<file path="src/design/mexp_pkg.sv">
// ----------------------------------------------------------------------------
// mexp_pkg
// Widths, codes, controller/datapath interface types and the modular
// double-and-add step shared by the modular exponentiation block.
// ----------------------------------------------------------------------------
`timescale 1ns / 1ps

package mexp_pkg;

   localparam int DATA_WIDTH      = 32;
   localparam int CNT_WIDTH       = $clog2(DATA_WIDTH);
   localparam int TDATA_WIDTH     = ((DATA_WIDTH + 7) / 8) * 8;
   localparam int CSR_DATA_WIDTH  = (DATA_WIDTH > 32) ? 64 : 32;
   localparam int CSR_ADDR_WIDTH  = (DATA_WIDTH > 32) ? 4 : 3;

   // register index, taken from the top address bit
   localparam logic CSR_IDX_EXPONENT = 1'b0;
   localparam logic CSR_IDX_MODULUS  = 1'b1;

   localparam logic [CNT_WIDTH-1:0] CNT_TOP = CNT_WIDTH'(DATA_WIDTH - 1);

   typedef enum logic [2:0] {
      OP_NONE,
      OP_LOAD,
      OP_REDUCE,
      OP_MULT,
      OP_SHIP
   } op_type;

   typedef enum logic [2:0] {
      ST_IDLE,
      ST_REDUCE,
      ST_CHECK,
      ST_MULT,
      ST_FINISH
   } state_type;

   typedef struct packed {
      op_type op;
   } cmd_type;

   typedef struct packed {
      logic bit_last;
      logic exp_zero;
      logic mod_zero;
   } status_type;

   // One step of (x * y) mod m, MSB first: (2a + ybit*x) mod m.
   // With a, x < m the sum stays below 3m, so two trial subtractions suffice.
   function automatic logic [DATA_WIDTH-1:0] mexp_step(
      input logic [DATA_WIDTH-1:0] a,
      input logic [DATA_WIDTH-1:0] x,
      input logic                  ybit,
      input logic [DATA_WIDTH-1:0] m
   );
      logic [DATA_WIDTH+1:0] t;
      logic [DATA_WIDTH+1:0] m1;
      logic [DATA_WIDTH+1:0] m2;
      logic [DATA_WIDTH+1:0] r;
      t  = {1'b0, a, 1'b0} + (ybit ? {2'b00, x} : '0);
      m1 = {2'b00, m};
      m2 = {1'b0, m, 1'b0};
      priority if (t >= m2) begin
         r = t - m2;
      end else if (t >= m1) begin
         r = t - m1;
      end else begin
         r = t;
      end
      return r[DATA_WIDTH-1:0];
   endfunction

endpackage

</file>
<file path="src/design/mexp_ctrl.sv">
// ----------------------------------------------------------------------------
// mexp_ctrl
// Sequencer for the square-and-multiply datapath and the request/result
// handshakes.
// ----------------------------------------------------------------------------
`timescale 1ns / 1ps

module mexp_ctrl
   import mexp_pkg::*;
(
   input  logic       clock,
   input  logic       reset,
   input  logic       req_tvalid,
   output logic       req_tready,
   output logic       rsp_tvalid,
   input  logic       rsp_tready,
   input  status_type status,
   output cmd_type    cmd
);

   state_type state_ff, state_in;
   logic      valid_ff, valid_in;

   always_ff @(posedge clock) begin
      if (reset) begin
         state_ff <= ST_IDLE;
         valid_ff <= 1'b0;
      end else begin
         state_ff <= state_in;
         valid_ff <= valid_in;
      end
   end

   always_comb begin
      state_in   = state_ff;
      cmd.op     = OP_NONE;
      req_tready = 1'b0;
      unique case (state_ff)
         ST_IDLE: begin
            req_tready = 1'b1;
            if (req_tvalid) begin
               cmd.op   = OP_LOAD;
               state_in = status.mod_zero ? ST_FINISH : ST_REDUCE;
            end
         end
         ST_REDUCE: begin
            cmd.op = OP_REDUCE;
            if (status.bit_last) begin
               state_in = ST_CHECK;
            end
         end
         ST_CHECK: begin
            // no exponent bits left: the accumulator is final
            state_in = status.exp_zero ? ST_FINISH : ST_MULT;
         end
         ST_MULT: begin
            cmd.op = OP_MULT;
            if (status.bit_last) begin
               state_in = ST_CHECK;
            end
         end
         ST_FINISH: begin
            if (!valid_ff || rsp_tready) begin
               cmd.op   = OP_SHIP;
               state_in = ST_IDLE;
            end
         end
         default: state_in = ST_IDLE;
      endcase
      valid_in = (cmd.op == OP_SHIP) || (valid_ff && !rsp_tready);
   end

   assign rsp_tvalid = valid_ff;

endmodule

</file>
<file path="src/design/mexp_dp.sv">
// ----------------------------------------------------------------------------
// mexp_dp
// Datapath: message reduction, two bit-serial modular multipliers (multiply
// and square run side by side), exponent shifter and the result register.
// ----------------------------------------------------------------------------
`timescale 1ns / 1ps

module mexp_dp
   import mexp_pkg::*;
(
   input  logic                  clock,
   input  cmd_type               cmd,
   input  logic [DATA_WIDTH-1:0] message,
   input  logic [DATA_WIDTH-1:0] exponent,
   input  logic [DATA_WIDTH-1:0] modulus,
   output status_type            status,
   output logic [DATA_WIDTH-1:0] cipher_value,
   output logic                  modulus_error
);

   localparam logic [DATA_WIDTH-1:0] ONE = DATA_WIDTH'(1);

   logic [DATA_WIDTH-1:0] msg_ff,  msg_in;
   logic [DATA_WIDTH-1:0] exp_ff,  exp_in;
   logic [DATA_WIDTH-1:0] base_ff, base_in;
   logic [DATA_WIDTH-1:0] acc_ff,  acc_in;
   logic [DATA_WIDTH-1:0] pa_ff,   pa_in;
   logic [DATA_WIDTH-1:0] ps_ff,   ps_in;
   logic [CNT_WIDTH-1:0]  cnt_ff,  cnt_in;
   logic                  err_ff,  err_in;
   logic [DATA_WIDTH-1:0] cipher_ff, cipher_in;
   logic                  merr_ff,   merr_in;

   logic                  reduce;
   logic                  ybit_s;
   logic [DATA_WIDTH-1:0] x_s;
   logic [DATA_WIDTH-1:0] ps_next;
   logic [DATA_WIDTH-1:0] pa_next;
   logic                  last;

   // reduction is 1 * message mod m on the squaring unit
   assign reduce  = (cmd.op == OP_REDUCE);
   assign ybit_s  = reduce ? msg_ff[cnt_ff] : base_ff[cnt_ff];
   assign x_s     = reduce ? ONE : base_ff;
   assign ps_next = mexp_step(ps_ff, x_s, ybit_s, modulus);
   assign pa_next = mexp_step(pa_ff, acc_ff, base_ff[cnt_ff], modulus);
   assign last    = (cnt_ff == '0);

   always_comb begin
      msg_in    = msg_ff;
      exp_in    = exp_ff;
      base_in   = base_ff;
      acc_in    = acc_ff;
      pa_in     = pa_ff;
      ps_in     = ps_ff;
      cnt_in    = cnt_ff;
      err_in    = err_ff;
      cipher_in = cipher_ff;
      merr_in   = merr_ff;
      unique case (cmd.op)
         OP_NONE: begin
         end
         OP_LOAD: begin
            msg_in = message;
            exp_in = exponent;
            err_in = (modulus == '0);
            pa_in  = '0;
            ps_in  = '0;
            cnt_in = CNT_TOP;
         end
         OP_REDUCE: begin
            ps_in  = ps_next;
            cnt_in = cnt_ff - CNT_WIDTH'(1);
            if (last) begin
               base_in = ps_next;
               acc_in  = (modulus == ONE) ? '0 : ONE;
               pa_in   = '0;
               ps_in   = '0;
               cnt_in  = CNT_TOP;
            end
         end
         OP_MULT: begin
            pa_in  = pa_next;
            ps_in  = ps_next;
            cnt_in = cnt_ff - CNT_WIDTH'(1);
            if (last) begin
               base_in = ps_next;
               if (exp_ff[0]) begin
                  acc_in = pa_next;
               end
               exp_in = exp_ff >> 1;
               pa_in  = '0;
               ps_in  = '0;
               cnt_in = CNT_TOP;
            end
         end
         OP_SHIP: begin
            cipher_in = err_ff ? '0 : acc_ff;
            merr_in   = err_ff;
         end
         default: begin
         end
      endcase
   end

   always_ff @(posedge clock) begin
      msg_ff    <= msg_in;
      exp_ff    <= exp_in;
      base_ff   <= base_in;
      acc_ff    <= acc_in;
      pa_ff     <= pa_in;
      ps_ff     <= ps_in;
      cnt_ff    <= cnt_in;
      err_ff    <= err_in;
      cipher_ff <= cipher_in;
      merr_ff   <= merr_in;
   end

   assign status.bit_last = last;
   assign status.exp_zero = (exp_ff == '0);
   assign status.mod_zero = (modulus == '0);

   assign cipher_value  = cipher_ff;
   assign modulus_error = merr_ff;

endmodule

</file>
<file path="src/design/modular_exponentiation.sv">
// ----------------------------------------------------------------------------
// modular_exponentiation
// RSA public-key operation: message ^ exponent mod modulus, right-to-left
// square-and-multiply with bit-serial modular multipliers.
// ----------------------------------------------------------------------------
// One request at a time. A request is first reduced modulo the modulus, then
// each exponent bit up to the highest set one takes a check state and one
// double-and-add pass, in which multiply and square run side by side. A zero
// modulus returns zero with the error flag set, without reduction. A new
// request is taken while the previous result still waits in the output
// register.
// Exponent at byte address 0x0, modulus at 0x4, both reset to 1.
`timescale 1ns / 1ps

module modular_exponentiation
   import mexp_pkg::*;
(
   input  logic                      clock,
   input  logic                      reset,
   input  logic                      req_tvalid,
   output logic                      req_tready,
   input  logic [TDATA_WIDTH-1:0]    req_tdata,   // [31:0] message
   output logic                      rsp_tvalid,
   input  logic                      rsp_tready,
   output logic [TDATA_WIDTH-1:0]    rsp_tdata,   // [31:0] cipher_value
   output logic                      rsp_tuser,   // [0] modulus_error
   input  logic                      csr_psel,
   input  logic                      csr_penable,
   input  logic                      csr_pwrite,
   input  logic [CSR_ADDR_WIDTH-1:0] csr_paddr,
   input  logic [CSR_DATA_WIDTH-1:0] csr_pwdata,
   output logic [CSR_DATA_WIDTH-1:0] csr_prdata,
   output logic                      csr_pready
);

   logic [DATA_WIDTH-1:0] exponent_ff, exponent_in;
   logic [DATA_WIDTH-1:0] modulus_ff,  modulus_in;
   logic                  csr_wr;
   logic                  csr_idx;
   cmd_type               cmd;
   status_type            status;
   logic [DATA_WIDTH-1:0] cipher_value;
   logic                  modulus_error;

   assign csr_pready = 1'b1;
   assign csr_wr     = csr_psel && csr_penable && csr_pwrite && csr_pready;
   assign csr_idx    = csr_paddr[CSR_ADDR_WIDTH-1];

   always_comb begin
      exponent_in = exponent_ff;
      modulus_in  = modulus_ff;
      csr_prdata  = '0;
      unique case (csr_idx)
         CSR_IDX_EXPONENT: begin
            csr_prdata = CSR_DATA_WIDTH'(exponent_ff);
            if (csr_wr) begin
               exponent_in = csr_pwdata[DATA_WIDTH-1:0];
            end
         end
         CSR_IDX_MODULUS: begin
            csr_prdata = CSR_DATA_WIDTH'(modulus_ff);
            if (csr_wr) begin
               modulus_in = csr_pwdata[DATA_WIDTH-1:0];
            end
         end
         default: begin
         end
      endcase
   end

   always_ff @(posedge clock) begin
      if (reset) begin
         exponent_ff <= DATA_WIDTH'(1);
         modulus_ff  <= DATA_WIDTH'(1);
      end else begin
         exponent_ff <= exponent_in;
         modulus_ff  <= modulus_in;
      end
   end

   mexp_ctrl u_ctrl (
      .clock      (clock),
      .reset      (reset),
      .req_tvalid (req_tvalid),
      .req_tready (req_tready),
      .rsp_tvalid (rsp_tvalid),
      .rsp_tready (rsp_tready),
      .status     (status),
      .cmd        (cmd)
   );

   mexp_dp u_dp (
      .clock         (clock),
      .cmd           (cmd),
      .message       (req_tdata[DATA_WIDTH-1:0]),
      .exponent      (exponent_ff),
      .modulus       (modulus_ff),
      .status        (status),
      .cipher_value  (cipher_value),
      .modulus_error (modulus_error)
   );

   assign rsp_tdata = TDATA_WIDTH'(cipher_value);
   assign rsp_tuser = modulus_error;

endmodule

</file>
<file path="config.mk">
export PLATFORM = sky130hd
export DESIGN_NAME = modular_exponentiation
export DESIGN_NICKNAME = d
export VERILOG_FILES = /design/src/design/mexp_pkg.sv /design/src/design/mexp_ctrl.sv /design/src/design/mexp_dp.sv /design/src/design/modular_exponentiation.sv
export SDC_FILE = /design/constraint.sdc
export NUM_CORES = 1
export LEC_CHECK = 0
export BUFFER_PORTS_ARGS = -buffer_cell sky130_fd_sc_hd__buf_4
export CORE_MARGIN = 4
export CORE_UTILIZATION = 63
export CTS_CLUSTER_SIZE = 24
export DETAILED_ROUTE_END_ITERATION = 10
export GPL_TIMING_DRIVEN = 0
export PLACE_DENSITY_LB_ADDON = 0.05
export RECOVER_POWER = 25
export SYNTH_ARGS = -nofsm -noshare
export SYNTH_HDL_FRONTEND = slang
export SYNTH_SLANG_ARGS = --single-unit
</file>
<file path="constraint.sdc">
create_clock -name clock -period 8.5 [get_ports clock]
set_input_delay 0.425 -clock clock [delete_from_list [all_inputs] [get_ports clock]]
set_output_delay 0.425 -clock clock [all_outputs]
set_load 0.03 [all_outputs]
</file>
[After elaboration in Yosys (flattened, before gate mapping)]
Cells that the tools add are included.
Cells by class
  add/sub/neg operators: 7
  $mul: 0
  div/mod/pow operators: 0
  magnitude comparators: 5
  equality and inequality tests: 15
  shift-type cells: 0
  muxes and demuxes: 37
  bitwise gates (word level): 1
  reduce and logical (&&, ||, !) cells: 24
Operator list (count)
  $mux 32: 14
  $pmux 32 s2: 4
  $sub 32x32->32: 4
  $pmux 32 s3: 1
  $add 33x32->34: 2
  $ge 34x32->1: 2
  $ge 34x33->1: 2
  $logic_not 32->1: 2
  $eq 32x1->1 const B: 1
  $pmux 3 s4: 2
  $mux 3: 6
  $eq 3x2->1 const B: 4
  $bmux 1 s5: 2
  $pmux 5 s2: 1
  $reduce_and 2->1: 5
  $ne 2x1->1 const B: 4
  $eq 3x1->1 const B: 2
  $eq 3x3->1 const B: 2
  $lt 5x6->1 const B: 1
  $mux 1: 6
  $reduce_bool 2->1: 3
  $logic_not 5->1: 1
  $mux 5: 1
  $sub 5x1->5 const B: 1
  other kinds (10): 16
Word-level totals
  bits in registers: 299
  bits in latches: 0
  RAM bits: 0
  ROM bits: 0
  bits of input ports: 74
  output and inout port bits: 68
  logic and storage cells: 103
  memories: 0

[Longest topological paths before layout]
  depth after elaboration: 13
  mapped depth: 34
  depth with buffers taken out: 29

[Hierarchy]
Synthesis repeated with hierarchy kept, for this count alone.
Second synthesis, totals
  cells, all modules: 2604
  area total of the unflattened synthesis: 24036.8 µm²
Modules (own cells, without submodules)
  mexp_dp: instances 1, cells each 2293, area each 20741.1 µm², seq. area each 6936.7 µm²
  modular_exponentiation: instances 1, cells each 283, area each 3069.2 µm², seq. area each 1281.2 µm²
  mexp_ctrl: instances 1, cells each 28, area each 226.5 µm², seq. area each 80.1 µm²

[Worst setup path after synthesis]
No wires, ideal clock.
  kind: register to register
  start: reg u_dp.cnt_ff[0]
  end: reg u_dp.ps_ff[24], data pin
  library setup time: 0.282 ns
  data arrival time: 6.280 ns
  path slack: 1.939 ns
  cell stages (with the launch flop): 32
  period minus slack after synthesis: 6.561 ns
  cells stage by stage: edfxtp_1 > buf_2 > and2b_1 > a22oi_1 > nand3_1 > o31ai_1 > nor2_1 > nor2_1 > clkbuf_1 > and2_1 > ha_1 > inv_1 > fa_1 > nor2b_1 > o31a_1 > o21bai_1 > nand2_1 > a21boi_0 > o21ai_0 > xor2_1 > ha_1 > a21o_1 > a221o_1 > nor3b_2 > o21bai_1 > a311o_1 > nor4_2 > o311ai_2 > nor2_4 > buf_6 > mux2i_1 > a211oi_1
Between the ends
  longest elaborated chain between the ends: 10
  elaborated cells between the ends (all ways): 16
  those cells by class: add/sub (3); order compare (2); mux (10); reduce/logical (1)
Ends and longest elaborated chain
  from (decl): RTL line mexp_dp.sv:29  | logic [CNT_WIDTH-1:0] cnt_ff, cnt_in;
  from (signal assigned): RTL line mexp_dp.sv:113  | cnt_ff <= cnt_in;
  $bmux 1 s5: RTL line mexp_dp.sv:43  | assign ybit_s = reduce ? msg_ff[cnt_ff] : base_ff[cnt_ff];
  $mux 1 (not written as such): RTL line mexp_dp.sv:43
  $mux 1: RTL line mexp_dp.sv:43
  $mux 32: RTL line mexp_pkg.sv:60  | t = {1'b0, a, 1'b0} + (ybit ? {2'b00, x} : '0);
  $add 33x32->34: RTL line mexp_pkg.sv:60
  $sub 32x32->32 / $ge 34x32->1 (equally long branches): RTL line mexp_pkg.sv:66, mexp_pkg.sv:65
  $mux 32: RTL line mexp_pkg.sv:65  | end else if (t >= m1) begin
  $mux 32: RTL line mexp_pkg.sv:63  | priority if (t >= m2) begin
  $mux 32 *: RTL line mexp_dp.sv:74, mexp_dp.sv:86
  $pmux 32 s2 *: RTL line mexp_dp.sv:60  | unique case (cmd.op)
  to (signal assigned): RTL line mexp_dp.sv:112  | ps_ff <= ps_in;
  to (decl): RTL line mexp_dp.sv:28  | logic [DATA_WIDTH-1:0] ps_ff, ps_in;
Every way passes the cells marked *; elsewhere a longest branch is shown, timed or not. The select of a mux whose other input is x is not followed.
A chain may end at the register's enable or synchronous reset.

[Final worst setup path]
  start: reg u_dp.cnt_ff[1]
  end: reg u_dp.pa_ff[13], data pin
Between the ends
  longest elaborated chain between the ends: 9
  elaborated cells between the ends (all ways): 13
  those cells by class: add/sub (3); order compare (2); mux (7); reduce/logical (1)
Ends and longest elaborated chain
  $bmux 1 s5: RTL line mexp_dp.sv:46  | assign pa_next = mexp_step(pa_ff, acc_ff, base_ff[cnt_ff], modulus);
  $mux 1 (not written as such): RTL line mexp_dp.sv:46
  $mux 32: RTL line mexp_pkg.sv:60
  $add 33x32->34: RTL line mexp_pkg.sv:60
  $sub 32x32->32 / $ge 34x32->1 (equally long branches): RTL line mexp_pkg.sv:66, mexp_pkg.sv:65
  $mux 32: RTL line mexp_pkg.sv:65
  $mux 32: RTL line mexp_pkg.sv:63
  $mux 32 *: RTL line mexp_dp.sv:86  | if (last) begin
  $pmux 32 s3 *: RTL line mexp_dp.sv:60
  to (signal assigned): RTL line mexp_dp.sv:111  | pa_ff <= pa_in;
  to (decl): RTL line mexp_dp.sv:27  | logic [DATA_WIDTH-1:0] pa_ff, pa_in;
Marks and branches as above.

==> run_results.csv <==
group,metric,value,unit
min_path,hold_class,"primary input to flip-flop",
cts,clkSlewWorstSetupHoldPaths,0.06,ns
cts,cts_sinks,299,
setup_path,cp.arrival,8.49,ns
finish,diodes,0,
setup_path,reg2reg_from,"u_dp.cnt_ff[1]",
setup_path,crit_path_end_kind,"flip-flop",
finish,layout-drive-gt1-share,10.5,%
floorplan,ios,142,
route,dr.pass1.iters,7,
setup_path,cp_max_fo,10,
route,detail_route.wl_per_cell,22.2,um
sta,period_share,96.7,%
cts,cts_tree,"done",
global_route,grt_start_max_net_pins,39,
sta,fmax,122,MHz
floorplan,fp.coreArea,37600,um^2
setup_path,ff2ff_setup_slack,0.28,ns
floorplan,initial_utilization,63.6,%
flow_run,max-cap-violations,0,
route,drt.antenna.violating_nets,0,
finish,layout.cells.most_common_list,"338 x nand2_1, 253 x a21oi_1, 231 x edfxtp_1, 199 x nor2_1, 191 x ha_1",
status,status,"finished, final reports clean",
min_path,min_from,"req_tdata[13]",
global_route,grt_pass1_wl,116000,um
finish,nets,3139,
placement,dp.cells,3338,
cts,numCtsBuffers,35,
synthesis,yosysWarnings,0,
floorplan,fp.dieH,203,um
route,drc_errors,0,
setup_path,r2r_end,"u_dp.pa_ff[13]",
min_path,whs_path_depth,1,
min_path,whs_endpoint,"u_dp.msg_ff[13]",
global_route,first_global_vias,21100,
sta,hold_viol,0,
setup_path,critPathRequiredTime,8.78,ns
cts,htree_levels,2,
synthesis,syn_nets,2960,
route,dr.first_iter.drc_count,2267,
synthesis,ys_types,95,
sta,period_needed,8.22,ns
synthesis,async_reset_ff_share,0,%
floorplan,die-area,41100,um^2
finish,fin_cells,3405,
synthesis,ys_seq_elements,299,
cts,cts_root_buf,"clkbuf_16",
finish,utilization,71.6,%
sta,final_max_slew_viol_count,0,
route,vias,22200,
setup_path,critPathKind,"flip-flop to flip-flop",
synthesis,synth-edff-count,231,
finish,area_delta_synth_final,12.5,%
global_route,antenna_found_initial,0,
cts,worstSkewPairLatency,0.54,ns
floorplan,die_w,203,um
sta,slew_headroom,3.74,%
synthesis,syn_area_per_cell,8.89,um^2
synthesis,netlist_area,23900,um^2
route,vias_per_cell,6.51,
placement,gp_congestion,1.05,
sta,clock_skew,0.0164,ns
placement,portBuffers,136,
floorplan,fp-row-count,71,
placement,place_hpwl,59700,um
finish,final_common_cell,"nand2_1",
setup_path,start_kind,"flip-flop",
sta,worst-slew-pin-transition,1.42,ns
global_route,grt_use_total,35.7,%
synthesis,ys_seq_area_share,34.7,%
cts,holdBufCountCts,0,
sta,final-setup-viol-count,0,
cts,cts_buffer_depth,3,
global_route,overflow,0,
synthesis,syn_inst,2689,
setup_path,r2r_cells,27,
route,wl,75700,um
synthesis,synth_ff_type,"edfxtp_1",
[area by class of cell]
type                            count  area [um^2]
Buffer                            115          522
Tap cell                          511          639
Inverter                          102          383
Clock buffer                       42          923
Multi-Input combinational cell   2173        14900
Fill cell                        2889        10700
Clock inverter                     21          272
Timing Repair Buffer              142          983
Sequential cell                   299         8300
[layer usage]
layer | wire (um) | GRT usage, % | vias up | part of all wire, %
met5 | 0 | 0 | - | 0
met4 | 4580 | 18.1 | 0 | 6.1
met2 | 33900 | 56.9 | 1168 | 45
met3 | 6190 | 5.14 | 245 | 8.2
li1 | - | - | 10300 | -
met1 | 31000 | 47.8 | 10400 | 41
[synth_stat cells, types with 6 or more instances]
master     count  share of area (%)
buf_6          7               0.33
inv_1        102                1.6
nor3b_1       10               0.31
fa_1           6               0.50
nand3_1       46               0.96
nor2b_1       87                2.3
edfxtp_1     231                 29
ha_1         191                 10
and2_1        46                1.2
dfxtp_1       68                5.7
mux4_2         9               0.85
xor2_1        53                1.9
nor2_1       202                3.2
nand3b_1       7               0.22
a221o_1        7               0.29
o21ai_0      110                2.3
o21bai_1      27               0.85
and4_1        13               0.48
a21boi_0       8               0.25
nand2b_1      23               0.60
a211o_1        7               0.26
o2111ai_1      7               0.26
a21o_1        83                2.6
o21ai_1        8               0.17
xnor2_1       95                3.5
nand2_1      339                5.3
clkbuf_1      90                1.4
or3_1         11               0.29
nand4_1       35               0.92
o31a_1        10               0.37
and3_1        36               0.94
a31oi_1       23               0.60
nor3_1        52                1.1
a22oi_1        7               0.22
buf_2         11               0.23
o31ai_1       13               0.41
o211ai_1      29               0.91
a21oi_1      254                5.3
o21a_1        23               0.72
nor4_1        24               0.63
mux2i_1       72                3.0
mux2_2        46                2.2
o311ai_0       7               0.26
a211oi_1      57                1.8
[sequential cells by signal (all words and copies together), names as in the netlist, 3 cells and up]
signal,flops
u_dp.cnt_ff,5
u_dp.base_ff,32
u_dp.msg_ff,32
u_dp.ps_ff,32
u_dp.exp_ff,32
modulus_ff,32
u_dp.cipher_value,32
u_ctrl.state_ff,3
u_dp.acc_ff,32
exponent_ff,32
u_dp.pa_ff,32
[critical path, stage by stage, from the launching register on]
cell and delay, ns:
edfxtp_1 0.32, buf_4 0.23, clkbuf_4 0.33, mux2i_1 0.37
a22oi_1 0.23, nand3_1 0.16, o31ai_2 0.10, nor2_4 0.29
clkbuf_2 0.28, nor2b_1 0.08, ha_1 0.35, a2111oi_1 0.55
o21ai_0 0.27, nand4b_1 0.30, a21boi_0 0.18, o211ai_1 0.30
a211oi_1 0.14, nor3_2 0.39, inv_1 0.12, ha_1 0.37
nand4_1 0.25, nor4_2 0.58, nand4_1 0.32, and3_1 0.32
nand2_1 0.23, clkbuf_2 0.41, mux2i_1 0.38, nor2_1 0.09
[repair_timing]
| action | CTS | global route |
|---|---|---|
| buffers inserted | 2 | 2 |
| pin swaps | 1 | 0 |
| setup endpoints to repair | 122 | 128 |
| gates cloned | 0 | 0 |
| gates resized for setup | 11 | 31 |
[kinds of logic after synthesis]
logic type / after synthesis / synth area share, %
adders and majority gates: 197 / 10.5
other: 1 / 0.0157
buffers and inverters: 217 / 3.71
DFF: 299 / 34.7
xor gates and xnor gates: 148 / 5.42
AOI/OAI and AO/OA: 743 / 20.3
muxes: 130 / 6.17
and+or+nand+nor: 954 / 19.2
[per-stage QoR]
step | TNS [ns] | hold slack (ns) | area, um^2 | setup slack [ns]
4_1_cts | 0 | 0.0330 | 26900 | 0.0547
2_1_floorplan | 0 | 0.442 | 23900 | 1.94
3_5_place_dp | -26.63 | 0.471 | 25600 | -0.542
6_report | 0 | 0.0755 | 26900 | 0.284
3_3_place_gp | -21.13 | 0.456 | 25600 | -0.463
5_1_grt | -0.0185 | 0.0573 | 26900 | -0.0174
[how the worst max path moves through the flow]
stage,start,end,slack (ns),depth (start not counted)
after floorplan,u_dp.cnt_ff[0],u_dp.ps_ff[24],1.94,31
after global placement,u_dp.cnt_ff[1],u_dp.acc_ff[28],-0.46,27
after detailed placement,u_dp.cnt_ff[1],u_dp.acc_ff[28],-0.54,27
after CTS,u_dp.cnt_ff[1],u_dp.ps_ff[9],0.05,32
after global routing,u_dp.cnt_ff[1],u_dp.ps_ff[9],-0.02,33
final,u_dp.cnt_ff[1],u_dp.pa_ff[13],0.28,27
Power is not shown: default switching activity piles up to over one toggle a cycle in this logic, so the estimate is an artifact.
